--- src/rtl/rlbtc_pkg.sv ---
// Shared types and constants for the RGB LED blink and timeout controller.
// No dependencies; used by rlbtc_chan and rgb_led_blink_timeout_controller_top.
`timescale 1ns / 1ps
`default_nettype none

package rlbtc_pkg;

	// Event kinds carried on the input stream (codes 6 and 7 are unused)
	typedef enum logic [2:0] {
		MODE_TICK         = 3'd0,
		MODE_CMD          = 3'd1,
		MODE_BATT         = 3'd2,
		MODE_LINK         = 3'd3,
		MODE_PAIR_CONFIRM = 3'd4,
		MODE_PAIR_OK      = 3'd5
	} mode_e;

	// Configuration register indexes
	typedef enum logic [1:0] {
		REG_DEFAULT_BLINK   = 2'd0,
		REG_DEFAULT_TIMEOUT = 2'd1,
		REG_TICK            = 2'd2
	} cfg_reg_e;

	localparam int          MS_PER_SECOND       = 1000;
	localparam logic [15:0] DEF_BLINK_MS_RST    = 16'd500;
	localparam logic [25:0] DEF_TIMEOUT_MS_RST  = 26'd30000;
	localparam logic [9:0]  TICK_MS_RST         = 10'd10;

	localparam logic [23:0] COLOR_OFF   = 24'h000000;
	localparam logic [23:0] COLOR_RED   = 24'hFF0000;
	localparam logic [23:0] COLOR_GREEN = 24'h00FF00;

	// One event as presented to every channel
	typedef struct packed {
		logic        go;          // event is applied at this edge
		mode_e       mode;
		logic [1:0]  led_id;
		logic        turn_on;
		logic [23:0] rgb;
		logic        blink_en;
		logic [15:0] period;      // resolved half-period, default applied
		logic [25:0] tmo;         // resolved timeout in ms, default applied
		logic        flag;
		logic        battery_low; // value before this event
	} evt_t;

	// Configuration seen by the channels
	typedef struct packed {
		logic [15:0] default_blink;
		logic [9:0]  tick;
	} chan_cfg_t;

	// One candidate result: colour written to a channel's drive
	typedef struct packed {
		logic        vld;
		logic [23:0] rgb;
	} slot_t;

endpackage

`default_nettype wire

--- src/rtl/rlbtc_chan.sv ---
// State and update logic of one LED channel: colour, blink, phase, period,
// elapsed count and one-shot off timer. Depends on rlbtc_pkg.
`timescale 1ns / 1ps
`default_nettype none

module rlbtc_chan #(
	parameter int CH_ID = 0
) (
	input  logic                  clk,
	input  logic                  arst_n,
	input  rlbtc_pkg::evt_t       evt,
	input  rlbtc_pkg::chan_cfg_t  cfg,
	output rlbtc_pkg::slot_t      slot_a,  // timeout result on a tick, else event result
	output rlbtc_pkg::slot_t      slot_b   // blink result on a tick
);
	import rlbtc_pkg::*;

	localparam logic IS_CH0 = (CH_ID == 0);
	localparam logic IS_CH2 = (CH_ID == 2);

	logic [23:0] color_q, color_d;
	logic        blink_q, blink_d;
	logic        phase_q, phase_d;
	logic [15:0] period_q, period_d;
	logic [16:0] elapsed_q, elapsed_d;
	logic        armed_q, armed_d;
	logic [25:0] left_q, left_d;
	logic [16:0] blink_sum;
	logic        cmd_hit;

	// Command addressed here and not blocked by low battery
	assign cmd_hit = ({1'b0, evt.led_id} == 3'(CH_ID)) && !(IS_CH0 && evt.battery_low);

	// Next state and results for the current event
	always_comb begin
		color_d   = color_q;
		blink_d   = blink_q;
		phase_d   = phase_q;
		period_d  = period_q;
		elapsed_d = elapsed_q;
		armed_d   = armed_q;
		left_d    = left_q;
		slot_a    = '0;
		slot_b    = '0;
		blink_sum = 17'(elapsed_q + 17'(cfg.tick));
		unique case (evt.mode)
			MODE_TICK: begin
				// off timer first
				if (armed_q && left_q != '0) begin
					if (left_q > 26'(cfg.tick)) begin
						left_d = left_q - 26'(cfg.tick);
					end else begin
						left_d = '0;
						if (!(IS_CH0 && evt.battery_low)) begin
							slot_a    = '{vld: 1'b1, rgb: COLOR_OFF};
							blink_d   = 1'b0;
							elapsed_d = '0;
							phase_d   = 1'b0;
							armed_d   = 1'b0;
						end
					end
				end
				// then blink, on the state the timer left
				blink_sum = 17'(elapsed_d + 17'(cfg.tick));
				if (blink_d && period_q != '0) begin
					if (blink_sum >= {1'b0, period_q}) begin
						elapsed_d = '0;
						phase_d   = !phase_d;
						slot_b    = '{vld: 1'b1, rgb: (phase_d ? color_q : COLOR_OFF)};
					end else begin
						elapsed_d = blink_sum;
					end
				end
			end
			MODE_CMD: begin
				if (cmd_hit) begin
					armed_d = 1'b0;
					left_d  = '0;
					if (!evt.turn_on) begin
						slot_a    = '{vld: 1'b1, rgb: COLOR_OFF};
						blink_d   = 1'b0;
						elapsed_d = '0;
						phase_d   = 1'b0;
						color_d   = COLOR_OFF;
					end else begin
						color_d   = evt.rgb;
						blink_d   = evt.blink_en;
						period_d  = evt.period;
						elapsed_d = '0;
						phase_d   = 1'b1;
						slot_a    = '{vld: 1'b1, rgb: evt.rgb};
						if (evt.tmo != '0) begin
							armed_d = 1'b1;
							left_d  = evt.tmo;
						end
					end
				end
			end
			MODE_BATT: begin
				if (IS_CH0) begin
					if (evt.flag) begin
						armed_d   = 1'b0;
						left_d    = '0;
						color_d   = COLOR_RED;
						blink_d   = 1'b1;
						period_d  = cfg.default_blink;
						elapsed_d = '0;
						phase_d   = 1'b0;
					end else begin
						blink_d = 1'b0;
						if (!armed_q) begin
							slot_a  = '{vld: 1'b1, rgb: COLOR_OFF};
							color_d = COLOR_OFF;
						end
					end
				end
			end
			MODE_LINK: begin
				if (IS_CH2) begin
					if (evt.flag) begin
						blink_d   = 1'b0;
						elapsed_d = '0;
						phase_d   = 1'b0;
						slot_a    = '{vld: 1'b1, rgb: COLOR_OFF};
					end else begin
						armed_d   = 1'b0;
						left_d    = '0;
						blink_d   = 1'b1;
						period_d  = cfg.default_blink;
						elapsed_d = '0;
						phase_d   = 1'b0;
						color_d   = COLOR_GREEN;
					end
				end
			end
			MODE_PAIR_CONFIRM: begin
				armed_d = 1'b0;
				left_d  = '0;
				blink_d = 1'b0;
				slot_a  = '{vld: 1'b1, rgb: COLOR_GREEN};
			end
			MODE_PAIR_OK: begin
				armed_d = 1'b0;
				left_d  = '0;
				blink_d = 1'b0;
				color_d = COLOR_OFF;
				slot_a  = '{vld: 1'b1, rgb: COLOR_OFF};
			end
			default: begin
			end
		endcase
	end

	// Hold channel state; advance on each applied event
	always_ff @(posedge clk or negedge arst_n) begin
		if (!arst_n) begin
			color_q   <= IS_CH2 ? COLOR_GREEN : COLOR_OFF;
			blink_q   <= IS_CH2;
			phase_q   <= 1'b0;
			period_q  <= DEF_BLINK_MS_RST;
			elapsed_q <= '0;
			armed_q   <= 1'b0;
			left_q    <= '0;
		end else if (evt.go) begin
			color_q   <= color_d;
			blink_q   <= blink_d;
			phase_q   <= phase_d;
			period_q  <= period_d;
			elapsed_q <= elapsed_d;
			armed_q   <= armed_d;
			left_q    <= left_d;
		end
	end

endmodule

`default_nettype wire

--- src/rtl/rgb_led_blink_timeout_controller_top.sv ---
// Top level of the RGB LED blink and timeout controller: input register,
// channel array, result bank and output serialiser. Depends on rlbtc_pkg, rlbtc_chan.
`timescale 1ns / 1ps
`default_nettype none

// Each event transfer on the input stream lands in an input register and is
// applied to all channels together once the result bank is free; the colour
// updates it causes are loaded into the bank and leave one per cycle, while
// the output stream is ready, the final one of each event with tlast set. An
// event with k results (k at most NUM_CHANNELS, as a channel whose timer fires
// stops blinking) holds the bank until the last of them is taken; one with none
// leaves it free. The next event is taken into the input register while results
// are still leaving and is applied in the cycle the last of them is taken.
// Configuration writes are always ready and take effect at once.
module rgb_led_blink_timeout_controller_top #(
	parameter int NUM_CHANNELS = 3
) (
	input  logic        clk,
	input  logic        arst_n,
	// event stream
	input  logic        s_axis_tvalid,
	output logic        s_axis_tready,
	input  logic [63:0] s_axis_tdata,  // led_id, turn_on, red_in, green_in, blue_in,
	                                   // timeout_seconds, blink_enable, blink_period_ms,
	                                   // level_flag, zero fill
	input  logic [2:0]  s_axis_tuser,  // mode
	// colour update stream
	output logic        m_axis_tvalid,
	input  logic        m_axis_tready,
	output logic [31:0] m_axis_tdata,  // led_index, red_out, green_out, blue_out, zero fill
	output logic        m_axis_tlast,  // last_of_run
	// configuration writes
	input  logic        cfg_valid,
	output logic        cfg_ready,
	input  logic [1:0]  cfg_index,
	input  logic [25:0] cfg_data
);
	import rlbtc_pkg::*;

	localparam int NRES = 2 * NUM_CHANNELS;
	localparam int SW   = $clog2(NRES);

	// configuration registers
	logic [15:0] default_blink_q;
	logic [25:0] default_timeout_q;
	logic [9:0]  tick_q;

	// input register
	logic        vld_s1;
	mode_e       mode_s1;
	logic [1:0]  led_id_s1;
	logic        turn_on_s1;
	logic [23:0] rgb_s1;
	logic        blink_en_s1;
	logic [15:0] period_s1;
	logic [25:0] tmo_s1;
	logic        flag_s1;

	logic        battery_low_q;
	logic        go;
	logic        buf_free;
	logic [15:0] in_tsec;
	logic [15:0] in_period;
	logic [25:0] tsec_ms;

	evt_t        evt;
	chan_cfg_t   ccfg;
	slot_t       slot_a [NUM_CHANNELS];
	slot_t       slot_b [NUM_CHANNELS];

	// result bank
	logic [NRES-1:0] mask_q;
	logic [NRES-1:0] new_mask;
	logic [23:0]     res_rgb_q [NRES];
	logic [SW-1:0]   sel;
	logic [2:0]      sel_ch;
	logic            out_xfer;

	// Configuration port
	assign cfg_ready = 1'b1;

	always_ff @(posedge clk or negedge arst_n) begin
		if (!arst_n) begin
			default_blink_q   <= DEF_BLINK_MS_RST;
			default_timeout_q <= DEF_TIMEOUT_MS_RST;
			tick_q            <= TICK_MS_RST;
		end else if (cfg_valid && cfg_ready) begin
			unique case (cfg_index)
				REG_DEFAULT_BLINK:   default_blink_q   <= cfg_data[15:0];
				REG_DEFAULT_TIMEOUT: default_timeout_q <= cfg_data;
				REG_TICK:            tick_q            <= cfg_data[9:0];
				default: begin
				end
			endcase
		end
	end

	// Resolve defaults on the way in
	assign in_tsec   = s_axis_tdata[42:27];
	assign in_period = s_axis_tdata[59:44];
	assign tsec_ms   = 26'({10'd0, in_tsec} * 26'(MS_PER_SECOND));

	// Bank can take an event when empty or when its last result leaves now
	assign buf_free      = (mask_q == '0) || (m_axis_tready && m_axis_tlast);
	assign go            = vld_s1 && buf_free;
	assign s_axis_tready = !vld_s1 || go;

	always_ff @(posedge clk or negedge arst_n) begin
		if (!arst_n) begin
			vld_s1 <= 1'b0;
		end else if (s_axis_tready) begin
			vld_s1 <= s_axis_tvalid;
		end
	end

	always_ff @(posedge clk) begin
		if (s_axis_tvalid && s_axis_tready) begin
			mode_s1     <= mode_e'(s_axis_tuser);
			led_id_s1   <= s_axis_tdata[1:0];
			turn_on_s1  <= s_axis_tdata[2];
			rgb_s1      <= {s_axis_tdata[10:3], s_axis_tdata[18:11], s_axis_tdata[26:19]};
			blink_en_s1 <= s_axis_tdata[43];
			period_s1   <= (in_period != '0) ? in_period : default_blink_q;
			tmo_s1      <= (in_tsec != '0) ? tsec_ms : default_timeout_q;
			flag_s1     <= s_axis_tdata[60];
		end
	end

	// Event seen by every channel
	always_comb begin
		evt.go          = go;
		evt.mode        = mode_s1;
		evt.led_id      = led_id_s1;
		evt.turn_on     = turn_on_s1;
		evt.rgb         = rgb_s1;
		evt.blink_en    = blink_en_s1;
		evt.period      = period_s1;
		evt.tmo         = tmo_s1;
		evt.flag        = flag_s1;
		evt.battery_low = battery_low_q;
		ccfg.default_blink = default_blink_q;
		ccfg.tick          = tick_q;
	end

	// Channel array
	for (genvar g = 0; g < NUM_CHANNELS; g++) begin : g_chan
		rlbtc_chan #(
			.CH_ID (g)
		) u_chan (
			.clk    (clk),
			.arst_n (arst_n),
			.evt    (evt),
			.cfg    (ccfg),
			.slot_a (slot_a[g]),
			.slot_b (slot_b[g])
		);
	end

	// Battery state
	always_ff @(posedge clk or negedge arst_n) begin
		if (!arst_n) begin
			battery_low_q <= 1'b0;
		end else if (go) begin
			if (mode_s1 == MODE_BATT) begin
				battery_low_q <= flag_s1;
			end else if (mode_s1 == MODE_PAIR_OK) begin
				battery_low_q <= 1'b0;
			end
		end
	end

	// Order results: all first slots by channel, then all second slots
	always_comb begin
		for (int i = 0; i < NUM_CHANNELS; i++) begin
			new_mask[i]                = slot_a[i].vld;
			new_mask[NUM_CHANNELS + i] = slot_b[i].vld;
		end
	end

	// Pick the lowest pending result
	always_comb begin
		sel = '0;
		for (int i = NRES - 1; i >= 0; i--) begin
			if (mask_q[i]) begin
				sel = SW'(i);
			end
		end
		sel_ch = (int'(sel) >= NUM_CHANNELS) ? 3'(int'(sel) - NUM_CHANNELS) : 3'(sel);
	end

	assign out_xfer      = m_axis_tvalid && m_axis_tready;
	assign m_axis_tvalid = (mask_q != '0);
	assign m_axis_tlast  = ((mask_q & (mask_q - NRES'(1))) == '0);
	assign m_axis_tdata  = {6'd0, res_rgb_q[sel][7:0], res_rgb_q[sel][15:8],
		res_rgb_q[sel][23:16], sel_ch[1:0]};

	// Load the bank on an event, drop each result as it is transferred
	always_ff @(posedge clk or negedge arst_n) begin
		if (!arst_n) begin
			mask_q <= '0;
		end else if (go) begin
			mask_q <= new_mask;
		end else if (out_xfer) begin
			mask_q <= mask_q & ~(NRES'(1) << sel);
		end
	end

	always_ff @(posedge clk) begin
		if (go) begin
			for (int i = 0; i < NUM_CHANNELS; i++) begin
				res_rgb_q[i]                <= slot_a[i].rgb;
				res_rgb_q[NUM_CHANNELS + i] <= slot_b[i].rgb;
			end
		end
	end

`ifndef ASSERT_OFF
	// An event is applied only when no earlier result would be overwritten
	a_no_overwrite: assert property (@(posedge clk) disable iff (!arst_n)
		go |-> (mask_q == '0) || (m_axis_tready && m_axis_tlast))
		else $error("result bank overwritten while results pending");

	// After the final result leaves with nothing new, the stream goes idle
	a_idle_after_last: assert property (@(posedge clk) disable iff (!arst_n)
		(out_xfer && m_axis_tlast && !go) |=> !m_axis_tvalid)
		else $error("results left over after final transfer");

	// A command updates at most one channel
	a_cmd_single: assert property (@(posedge clk) disable iff (!arst_n)
		(go && mode_s1 == MODE_CMD) |-> ($countones(new_mask) <= 1))
		else $error("command produced more than one result");

	// Pair success always clears the battery-low condition
	a_pair_clears_batt: assert property (@(posedge clk) disable iff (!arst_n)
		(go && mode_s1 == MODE_PAIR_OK) |=> !battery_low_q)
		else $error("battery low survived pair success");
`endif

endmodule

`default_nettype wire

--- config.mk ---
export PLATFORM = sky130hd
export DESIGN_NAME = rgb_led_blink_timeout_controller_top
export DESIGN_NICKNAME = d
export VERILOG_FILES = /design/src/rtl/rlbtc_pkg.sv /design/src/rtl/rlbtc_chan.sv /design/src/rtl/rgb_led_blink_timeout_controller_top.sv
export SDC_FILE = /design/constraint.sdc
export NUM_CORES = 1
export LEC_CHECK = 0
export BUFFER_PORTS_ARGS = -buffer_cell sky130_fd_sc_hd__buf_2
export CAP_MARGIN = 20
export CELL_PAD_IN_SITES_DETAIL_PLACEMENT = 1
export CELL_PAD_IN_SITES_GLOBAL_PLACEMENT = 2
export CORE_MARGIN = 10
export CORE_UTILIZATION = 40
export CTS_CLUSTER_DIAMETER = 60
export DETAILED_ROUTE_END_ITERATION = 12
export GPL_TIMING_DRIVEN = 0
export MAX_ROUTING_LAYER = met4
export PLACE_DENSITY = 0.78
export SLEW_MARGIN = 20
export SYNTH_ARGS = -nofsm -noshare
export SYNTH_HDL_FRONTEND = slang
export SYNTH_SLANG_ARGS = --single-unit
--- constraint.sdc ---
create_clock -name clk -period 7.2 [get_ports clk]
set_input_delay 1.44 -clock clk [delete_from_list [all_inputs] [get_ports clk]]
set_output_delay 1.44 -clock clk [all_outputs]
set_load 0.02 [all_outputs]
# After elaboration in Yosys (flattened, before gate mapping)
# Memories as Yosys holds them, arrays and structs flattened.
# Index checks and enable logic that the tools add are counted.
# totals
mem_bits_rw,144
in_bits,100
ff_bits,392
output_inout_bits,36
wordCells,308
n_memories,1
# memory_table
memory,depth,width,read_ports,rd_ports_with_merged_regs,wr,line,source
res_rgb_q,6,24,1,0,6,rgb_led_blink_timeout_controller_top.sv:74,logic [23:0] res_rgb_q [NRES];
# op_classes
bitwise,3
add_sub_neg,8
n_eq_ne,23
n_lt_le_gt_ge,7
reduce_logical,69
mul,1
shift,1
mux,159
# ops
operator,count
$mux W25,22
$mux W26,14
$mux W17,20
$mux W24,11
$pmux W25 S5,2
$pmux W26 S4,2
$pmux W24 S3,2
$reduce_bool A26 Y1,4
$pmux W17 S3,2
$pmux W25 S4,1
$mux W16,6
$reduce_bool A16 Y1,5
$gt A26 B10 Y1,3
$pmux W26 S3,1
$sub A26 B10 Y26,3
$pmux W16 S2,2
$mux W1,54
$add A17 B10 Y17,3
$ge A17 B16 Y1,3
$pmux W24 S2,1
$pmux W17 S2,1
$reduce_and A5 Y1,5
$mul A16 B7 Y23 const B,1
$reduce_and A4 Y1,5
other kinds (35),98

# Logic depth before layout (Yosys ltp)
# Gate-level depths: netlist of run 1.
# logic_depth
ltp_word,11
depth_mapped,30
ltp_nobuf,29

# Modules after synthesis
# A second synthesis of run 1 with hierarchy kept.
# unflattened
hier_cells,3158
hier_area_um2,32312.2
# modules_own_cells
module,area_each_um2,seq_area_each_um2,instances,cells_per_inst
rgb_led_blink_timeout_controller_top,13769.5,8066.5,1,983
rlbtc_chan at g_chan[0].u_chan,6347.3,2159.6,1,766
rlbtc_chan at g_chan[2].u_chan,6195.9,2170.8,1,750
rlbtc_chan at g_chan[1].u_chan,5999.5,2159.6,1,659

# Least setup slack after synthesis of run 1
# No wires, ideal clock.
# synth_timing
kind,in2reg
startpoint,input m_axis_tready
endpoint,register g_chan[0].u_chan.color_q[19]
cell_stages,10
setup_time_ps,135
arrival_ps,7384
required_ps,7065
path_buffers,3
path_slack_ps,-319
path_cell_list,inv_1 maj3_1 o22a_1 inv_2 buf_1 nand2_1 clkbuf_1 clkbuf_1 nand2_1 o21ai_0
# synth_rtl
element,line,source
from (decl),rgb_led_blink_timeout_controller_top.sv:29,"input logic m_axis_tready,"
to (signal assigned),rlbtc_chan.sv:157,color_q <= IS_CH2 ? COLOR_GREEN : COLOR_OFF;
to (signal assigned),rlbtc_chan.sv:165,color_q <= color_d;
to (decl),rlbtc_chan.sv:21,"logic [23:0] color_q, color_d;"

==> impl_metrics.env, run 1 <==
export IMPL_outcome="completed"
export IMPL_grt_pass1_vias=26530
export IMPL_cts_buffers=72
export IMPL_initial_core_util_pct=40.20
export IMPL_min_period_ns=6.850
export IMPL_yosys_area_top_type_share_pct=22.25
export IMPL_num_vias=24810
export IMPL_crit_path_start_kind="flip-flop"
export IMPL_critPathBufInv=5
export IMPL_use_met3_pct=4.446
export IMPL_pin_count=136
export IMPL_tightest_slew_ns=1.145
export IMPL_final_cell_count_no_fill=4381
export IMPL_insertion_delay_ns=0.63
export IMPL_pwr_share_seq_pct=33.5
export IMPL_first_pass_iters=5
export IMPL_fin_total_pwr_uw=15520
export IMPL_worst_path_largest_cell_delay_ns=0.57
export IMPL_power_frac_clock_pct=23.7
export IMPL_fp_row_count=102
export IMPL_grt_usage_pct=23.05
export IMPL_synthDistinctLibCells=88
export IMPL_synth_edff_count=218
export IMPL_synth_avg_cell_area_um2=10.17
export IMPL_hold_end="g_chan[0].u_chan.color_q[9]"
export IMPL_synthCells=3052
export IMPL_hp_class="reg -> reg"
export IMPL_ant_nets=0
export IMPL_synth_top_cells_by_area="dfrtp_1, edfxtp_1, ha_1"
export IMPL_setup_violations=0
export IMPL_multi_input_area_mm2=0.01554
export IMPL_hold_viol_final=0
export IMPL_drv_slew=0
export IMPL_layout_nets=3619
export IMPL_clkSlewWorstSetupHoldPaths_ns=0.05
export IMPL_leakage_uw=0.01545
export IMPL_r2r_cells=30
export IMPL_clockBufferDepth=3
export IMPL_met1_usage_pct=29.55
export IMPL_crit_start="g_chan[0].u_chan.left_q[20]"
export IMPL_grt_antenna_before_repair=0
export IMPL_slew_headroom_pct=21.67
export IMPL_vdd_drop_max_mv=0.2302
export IMPL_grt_pass1_wl_um=157200
export IMPL_synth_simple_gate_area_share_pct=14.73
export IMPL_portBuffers=125
export IMPL_crit_type="reg -> reg"
export IMPL_net_switching_power_uw=6360
export IMPL_syn_to_final_growth_pct=16.02
export IMPL_nFillCells=8630
export IMPL_synth_compound_area_share_pct=16.21
export IMPL_synth_area_leader_cell="dfrtp_1"
export IMPL_busiest_layer="met2"
export IMPL_synth_top_family_by_area="compound AO/OA/AOI/OAI gates"
export IMPL_critPathTopFamily="simple AND/OR/NAND/NOR gates"
export IMPL_cap_violations=0
export IMPL_seq_area_mm2=0.01457
export IMPL_cts_sinks=536
export IMPL_core_area_mm2=0.07721
export IMPL_routabilityCongestion=0.9166
export IMPL_reg2reg_from="g_chan[0].u_chan.left_q[20]"
export IMPL_ys_ff_latch=536
export IMPL_cts_htree_levels=3
export IMPL_synth_adder_area_share_pct=11.04
export IMPL_yosys_top_cells_count="nand2_1, dfrtp_1, o21ai_0, edfxtp_1, nor2_1"
export IMPL_switching_share_pct=40.98
export IMPL_syn_area_mm2=0.03104
export IMPL_setup_tns_ns=0
export IMPL_avgRoutedWirePerCell_um=23.18
export IMPL_arrival_ns=7.22
export IMPL_dp_hpwl_um=77670
export IMPL_synthMuxAreaShare_pct=5.112
export IMPL_dp_cells=4233
export IMPL_final_cell_area_mm2=0.03601
export IMPL_cp_max_fo=10
export IMPL_grt_use_met2_pct=36.36
export IMPL_grt_max_degree=99
export IMPL_comb_power_share_pct=42.8
export IMPL_cts_tree="done"
export IMPL_async_flop_share_pct=59.33
export IMPL_endpoint_kind="flip-flop"
export IMPL_synth_xor_area_share_pct=2.314
export IMPL_yosys_warnings=0
export IMPL_diodes=0
export IMPL_intPower_uw=9158
export IMPL_grt_overflow=0
export IMPL_drive_gt1_share_pct=14.40
export IMPL_drc_errors=0
export IMPL_fin_worst_skew_ns=0.03265
export IMPL_slowest_stage="or4_4"
export IMPL_drt_iter0_markers=1482
export IMPL_dieArea_mm2=0.08913
export IMPL_p_per_area_mw_per_mm2=431.0
export IMPL_routed_via_density=5.662
export IMPL_r2r_slack_ns=0.35
export IMPL_synth_most_common_cell="nand2_1"
export IMPL_max_freq_mhz=146.0
export IMPL_die_w_um=298.6
export IMPL_fin_crit_sh_pct=95.13
export IMPL_hp_start="g_chan[0].u_chan.color_q[9]"
export IMPL_wl_um=101600
export IMPL_root_buffer="clkbuf_16"
export IMPL_r2r_end="res_rgb_q[3][16]"
export IMPL_synth_seq_area_share_pct=46.90
export IMPL_critical_path_required_ns=7.57
export IMPL_ys_flop_type="dfrtp_1"
export IMPL_placed_cell_area_mm2=0.03326
export IMPL_die_h_um=298.6
export IMPL_hold_path_depth=2
==> worst reg2reg max path: cells and delay by family, from the launching register on <==
kind	cells	cell delay [ns]
AO/OA/AOI/OAI	7	1.15
flip-flops	1	0.41
buffers and inverters	5	1.02
XOR/XNOR	1	0.14
AND/OR/NAND/NOR	13	2.72
adder cells (fa/ha/maj)	4	1.17
==> kinds of logic (layout without fill, tap and decap cells) <==
| family | Yosys count | after routing |
|---|---|---|
| simple gates | 968 | 968 |
| compound gates | 795 | 795 |
| flops | 536 | 536 |
| buf+inv | 282 | 566 |
| fa+ha+maj | 238 | 238 |
| mux | 149 | 149 |
| xor+xnor | 82 | 82 |
| other cells | 2 | 7 |
==> how the worst max path moves through the flow <==
stage                                        end  slack, ns  cells past startpoint
floorplan           g_chan[0].u_chan.color_q[19]       0.05                     10
global placement    g_chan[0].u_chan.color_q[21]      -2.96                     11
detailed placement              res_rgb_q[3][20]      -1.63                     30
CTS                             res_rgb_q[4][14]       0.02                     26
global route                    res_rgb_q[3][21]      -0.07                     30
finish                          res_rgb_q[3][16]       0.35                     30
==> per-layer routing <==
| metal | vias to the layer above | part of all wire (%) |
|---|---|---|
| met5 | - | 0 |
| met4 | 0 | 2.8 |
| met3 | 167 | 5.6 |
| met2 | 567 | 47 |
| met1 | 12590 | 45 |
| li1 | 11490 | - |
==> cell usage in the layout, fill, tap and decap left out, types with 21 or more instances in the layout <==
cell type,count
dfstp_2,41
a21oi_1,168
o21ai_0,225
nand3_1,60
mux2_2,76
xor2_1,35
dfrtp_1,268
mux2i_1,73
o31ai_1,56
nor4_1,38
nor2_1,194
and2_1,117
ha_1,176
buf_2,141
edfxtp_1,218
a211oi_1,21
buf_4,29
a21o_1,51
fa_1,60
nand2_1,374
a22o_1,31
xnor2_1,47
clkbuf_1,122
clkbuf_16,72
a31oi_1,73
nor2b_1,27
inv_1,130
nor3_1,39
==> layout make-up <==
cell class	instances	share of cell area [%]
Tap cell	1040	3.614
Clock inverter	38	1.397
Timing Repair Buffer	153	2.752
Multi-Input combinational cell	2239	43.15
Sequential cell	536	40.46
Inverter	133	1.386
Clock buffer	95	5.410
Buffer	147	1.824
==> flip-flops by register name (all words and copies together), names as in the netlist, 10 cells and up <==
signal                   cells
res_rgb_q                  144
g_chan.u_chan.left_q        78
g_chan.u_chan.color_q       72
g_chan.u_chan.elapsed_q     51
g_chan.u_chan.period_q      48
default_timeout_q           26
tmo_s1                      26
rgb_s1                      24
default_blink_q             16
period_s1                   16
tick_q                      10
==> timing repair <==
action / in CTS / in global routing
gates resized for setup: 28 / 31
setup endpoints to repair: 106 / 108
pin swaps: 2 / 2
hold buffers: 0 / 0
endpoints found under the hold margin: 0 / 0
setup buffers: 8 / 9
==> through the flow <==
step | utilization [%] | hold slack (ns) | worst slack, ns
after floorplan | - | 0.4402 | 0.05200
after global placement | 42.72 | 0.4511 | -2.960
final | 46.64 | 0.4664 | 0.3505
after CTS | 46.43 | 0.4716 | 0.02031
after detailed placement | 43.07 | 0.4587 | -1.631
after global routing | 46.64 | 0.4933 | -0.07481
==> power by group through the flow <==
stage / Sequential (µW) / Combinational [µW] / Clock [µW]
2_1_floorplan: 5010 / 4530 / 0
3_3_place_gp: 5330 / 6150 / 0
3_5_place_dp: 5260 / 6440 / 0
4_1_cts: 5200 / 6550 / 3760
5_1_grt: 5330 / 7410 / 3910
6_report: 5210 / 6640 / 3680
(Power assumes the default switching activity.)
==> inputs of run 2 (changes only) <==
clock period = 8.5 ns   (was 7.2 ns; I/O delays follow)
==> run 2 against run 1 <==
Net effect:
- via count increased by 0.64%
- count of clock-buffer cells in the layout is 2 lower
- total power shrank 16%
- sequential power fell by 15%
- combinational power shrank 16%
- cell area shrank 0.91%
- wire length increased by 1.1%
- largest power group unchanged
- global-route usage up 0.24 points
- die area stayed put
==> impl_metrics.env, run 2 (synthesis results as in run 1) <==
export IMPL_clockBufferDepth=3
export IMPL_setup_tns_ns=0
export IMPL_core_area_mm2=0.07721
export IMPL_setup_violations=0
export IMPL_cp_max_fo=11
export IMPL_tightest_slew_ns=1.121
export IMPL_avgRoutedWirePerCell_um=23.49
export IMPL_busiest_layer="met2"
export IMPL_placed_cell_area_mm2=0.03330
export IMPL_hp_start="g_chan[1].u_chan.color_q[18]"
export IMPL_grt_pass1_wl_um=159600
export IMPL_layout_nets=3608
export IMPL_rsz0062_at_grt="no"
export IMPL_pin_count=136
export IMPL_reg2reg_from="tick_q[2]"
export IMPL_layout_cells_most_common="nand2_1"
export IMPL_grt_usage_pct=23.29
export IMPL_die_w_um=298.6
export IMPL_crit_type="reg -> reg"
export IMPL_r2r_end="res_rgb_q[3][19]"
export IMPL_grt_use_met2_pct=37.92
export IMPL_r2r_cells=30
export IMPL_met1_usage_pct=30.30
export IMPL_final_cell_area_mm2=0.03568
export IMPL_outcome="completed"
export IMPL_critical_path_required_ns=8.86
export IMPL_drive_gt1_share_pct=12.97
export IMPL_comb_power_share_pct=42.8
export IMPL_intPower_uw=7621
export IMPL_reg_largest_list="res_rgb_q x144, g_chan.u_chan.left_q x78, g_chan.u_chan.color_q x72"
export IMPL_r2r_slack_ns=0.70
export IMPL_crit_path_start_kind="flip-flop"
export IMPL_crit_path_frequent_cell="ha_1"
export IMPL_final_cell_mix="nand2_1, dfrtp_1, o21ai_0"
export IMPL_leakage_uw=0.01530
export IMPL_grt_overflow=0
export IMPL_hold_path_depth=2
export IMPL_drt_iter0_markers=1489
export IMPL_pre_cts_slack_ns=-0.4151
export IMPL_die_h_um=298.6
export IMPL_clkSlewWorstSetupHoldPaths_ns=0.06
export IMPL_num_vias=24970
export IMPL_portBuffers=125
export IMPL_root_buffer="clkbuf_16"
export IMPL_regMostFlops="res_rgb_q"
export IMPL_use_met3_pct=2.689
export IMPL_ant_nets=0
export IMPL_pwr_share_seq_pct=34.1
export IMPL_vdd_drop_max_mv=0.1759
export IMPL_power_frac_clock_pct=23.2
export IMPL_wl_um=102700
export IMPL_setup_slack_ns=0.7048
export IMPL_cts_buffers=71
export IMPL_drc_errors=0
export IMPL_hp_class="reg -> reg"
export IMPL_initial_core_util_pct=40.20
export IMPL_slew_headroom_pct=23.30
export IMPL_grt_pass1_vias=26780
export IMPL_drv_slew=0
export IMPL_grt_max_degree=92
export IMPL_arrival_ns=8.15
export IMPL_fp_row_count=102
export IMPL_dp_hpwl_um=78820
export IMPL_syn_to_final_growth_pct=14.96
export IMPL_fin_crit_sh_pct=91.71
export IMPL_ctsHoldBuffers=0
export IMPL_routabilityCongestion=0.9294
export IMPL_first_pass_iters=5
export IMPL_cap_violations=0
export IMPL_insertion_delay_ns=0.62
export IMPL_cts_sinks=536
export IMPL_dieArea_mm2=0.08913
export IMPL_cts_tree="done"
export IMPL_p_per_area_mw_per_mm2=363.6
export IMPL_routed_via_density=5.711
export IMPL_grt_antenna_before_repair=1
export IMPL_switching_share_pct=41.26
export IMPL_cts_htree_levels=3
export IMPL_hold_end="g_chan[1].u_chan.color_q[18]"
export IMPL_min_period_ns=7.795
export IMPL_endpoint_kind="flip-flop"
export IMPL_largest_reg_flops=144
export IMPL_worst_path_largest_cell_delay_ns=0.60
export IMPL_max_freq_mhz=128.3
export IMPL_net_switching_power_uw=5353
export IMPL_slowest_stage="dfrtp_1"
export IMPL_hold_viol_final=0
export IMPL_fin_worst_skew_ns=0.03036
run 2: final cells by class:
type                       instances  area (µm²)
fill                            8606       41530
buffer                           148       635.6
inverter                         133       499.2
timing repair buffer             142       938.4
tap                             1040        1301
sequential                       536       14560
antenna                            2       5.005
clock inverter                    39       400.4
multi-input combinational       2239       15400
clock buffer                      93        1942
run 2: per-layer routing:
| layer | routed length (µm) | vias to the layer above |
|---|---|---|
| li1 | - | 11470 |
| met1 | 46470 | 12790 |
| met2 | 48940 | 559 |
| met3 | 4597 | 152 |
| met4 | 2676 | 0 |
| met5 | 0 | - |
run 2: power groups by stage:
stage          Clock [µW]  Combinational (µW)  Sequential [µW]
2_1_floorplan           0                3840             4240
3_3_place_gp            0                5210             4520
3_5_place_dp            0                5520             4450
4_1_cts              3060                5560             4420
5_1_grt              3180                6210             4520
6_report             3010                5550             4420
run 2: through the flow:
step,util [%],hold slack (ns),cells,power [µW]
after floorplan,-,0.4402,3057,8079
after global placement,42.72,0.4510,4222,9728
after detailed placement,43.12,0.4579,4236,9970
after CTS,46.18,0.4700,4370,13040
after global routing,46.21,0.4856,4371,13910
final,46.21,0.4662,4372,12970
run 2: worst max-delay path: cells and delay by family, from the launching register on:
family                     cells  cell delay (ns)
and+or+nand+nor               10             1.47
adders and majority gates      4             1.33
DFF                            1             0.60
buffers and inverters          5             1.20
AOI/OAI and AO/OA             10             2.71
xor gates and xnor gates       1             0.21
run 2: worst max path at each step:
| stage | start | end | cells after the start |
|---|---|---|---|
| final | tick_q[2] | res_rgb_q[3][19] | 30 |
| after floorplan | m_axis_tready | g_chan[0].u_chan.color_q[19] | 10 |
| after CTS | tick_q[7] | res_rgb_q[3][19] | 31 |
| after global routing | tick_q[2] | res_rgb_q[3][14] | 30 |
| after detailed placement | tick_q[0] | res_rgb_q[3][14] | 29 |
| after global placement | m_axis_tready | g_chan[0].u_chan.color_q[21] | 11 |
run 2: what timing repair did:
| action | CTS | global route |
|---|---|---|
| cloned | 0 | 0 |
| gates resized for setup | 1 | 4 |
| setup endpoints to repair | 24 | 20 |
| buffers inserted | 2 | 0 |
| pin swaps | 1 | 0 |
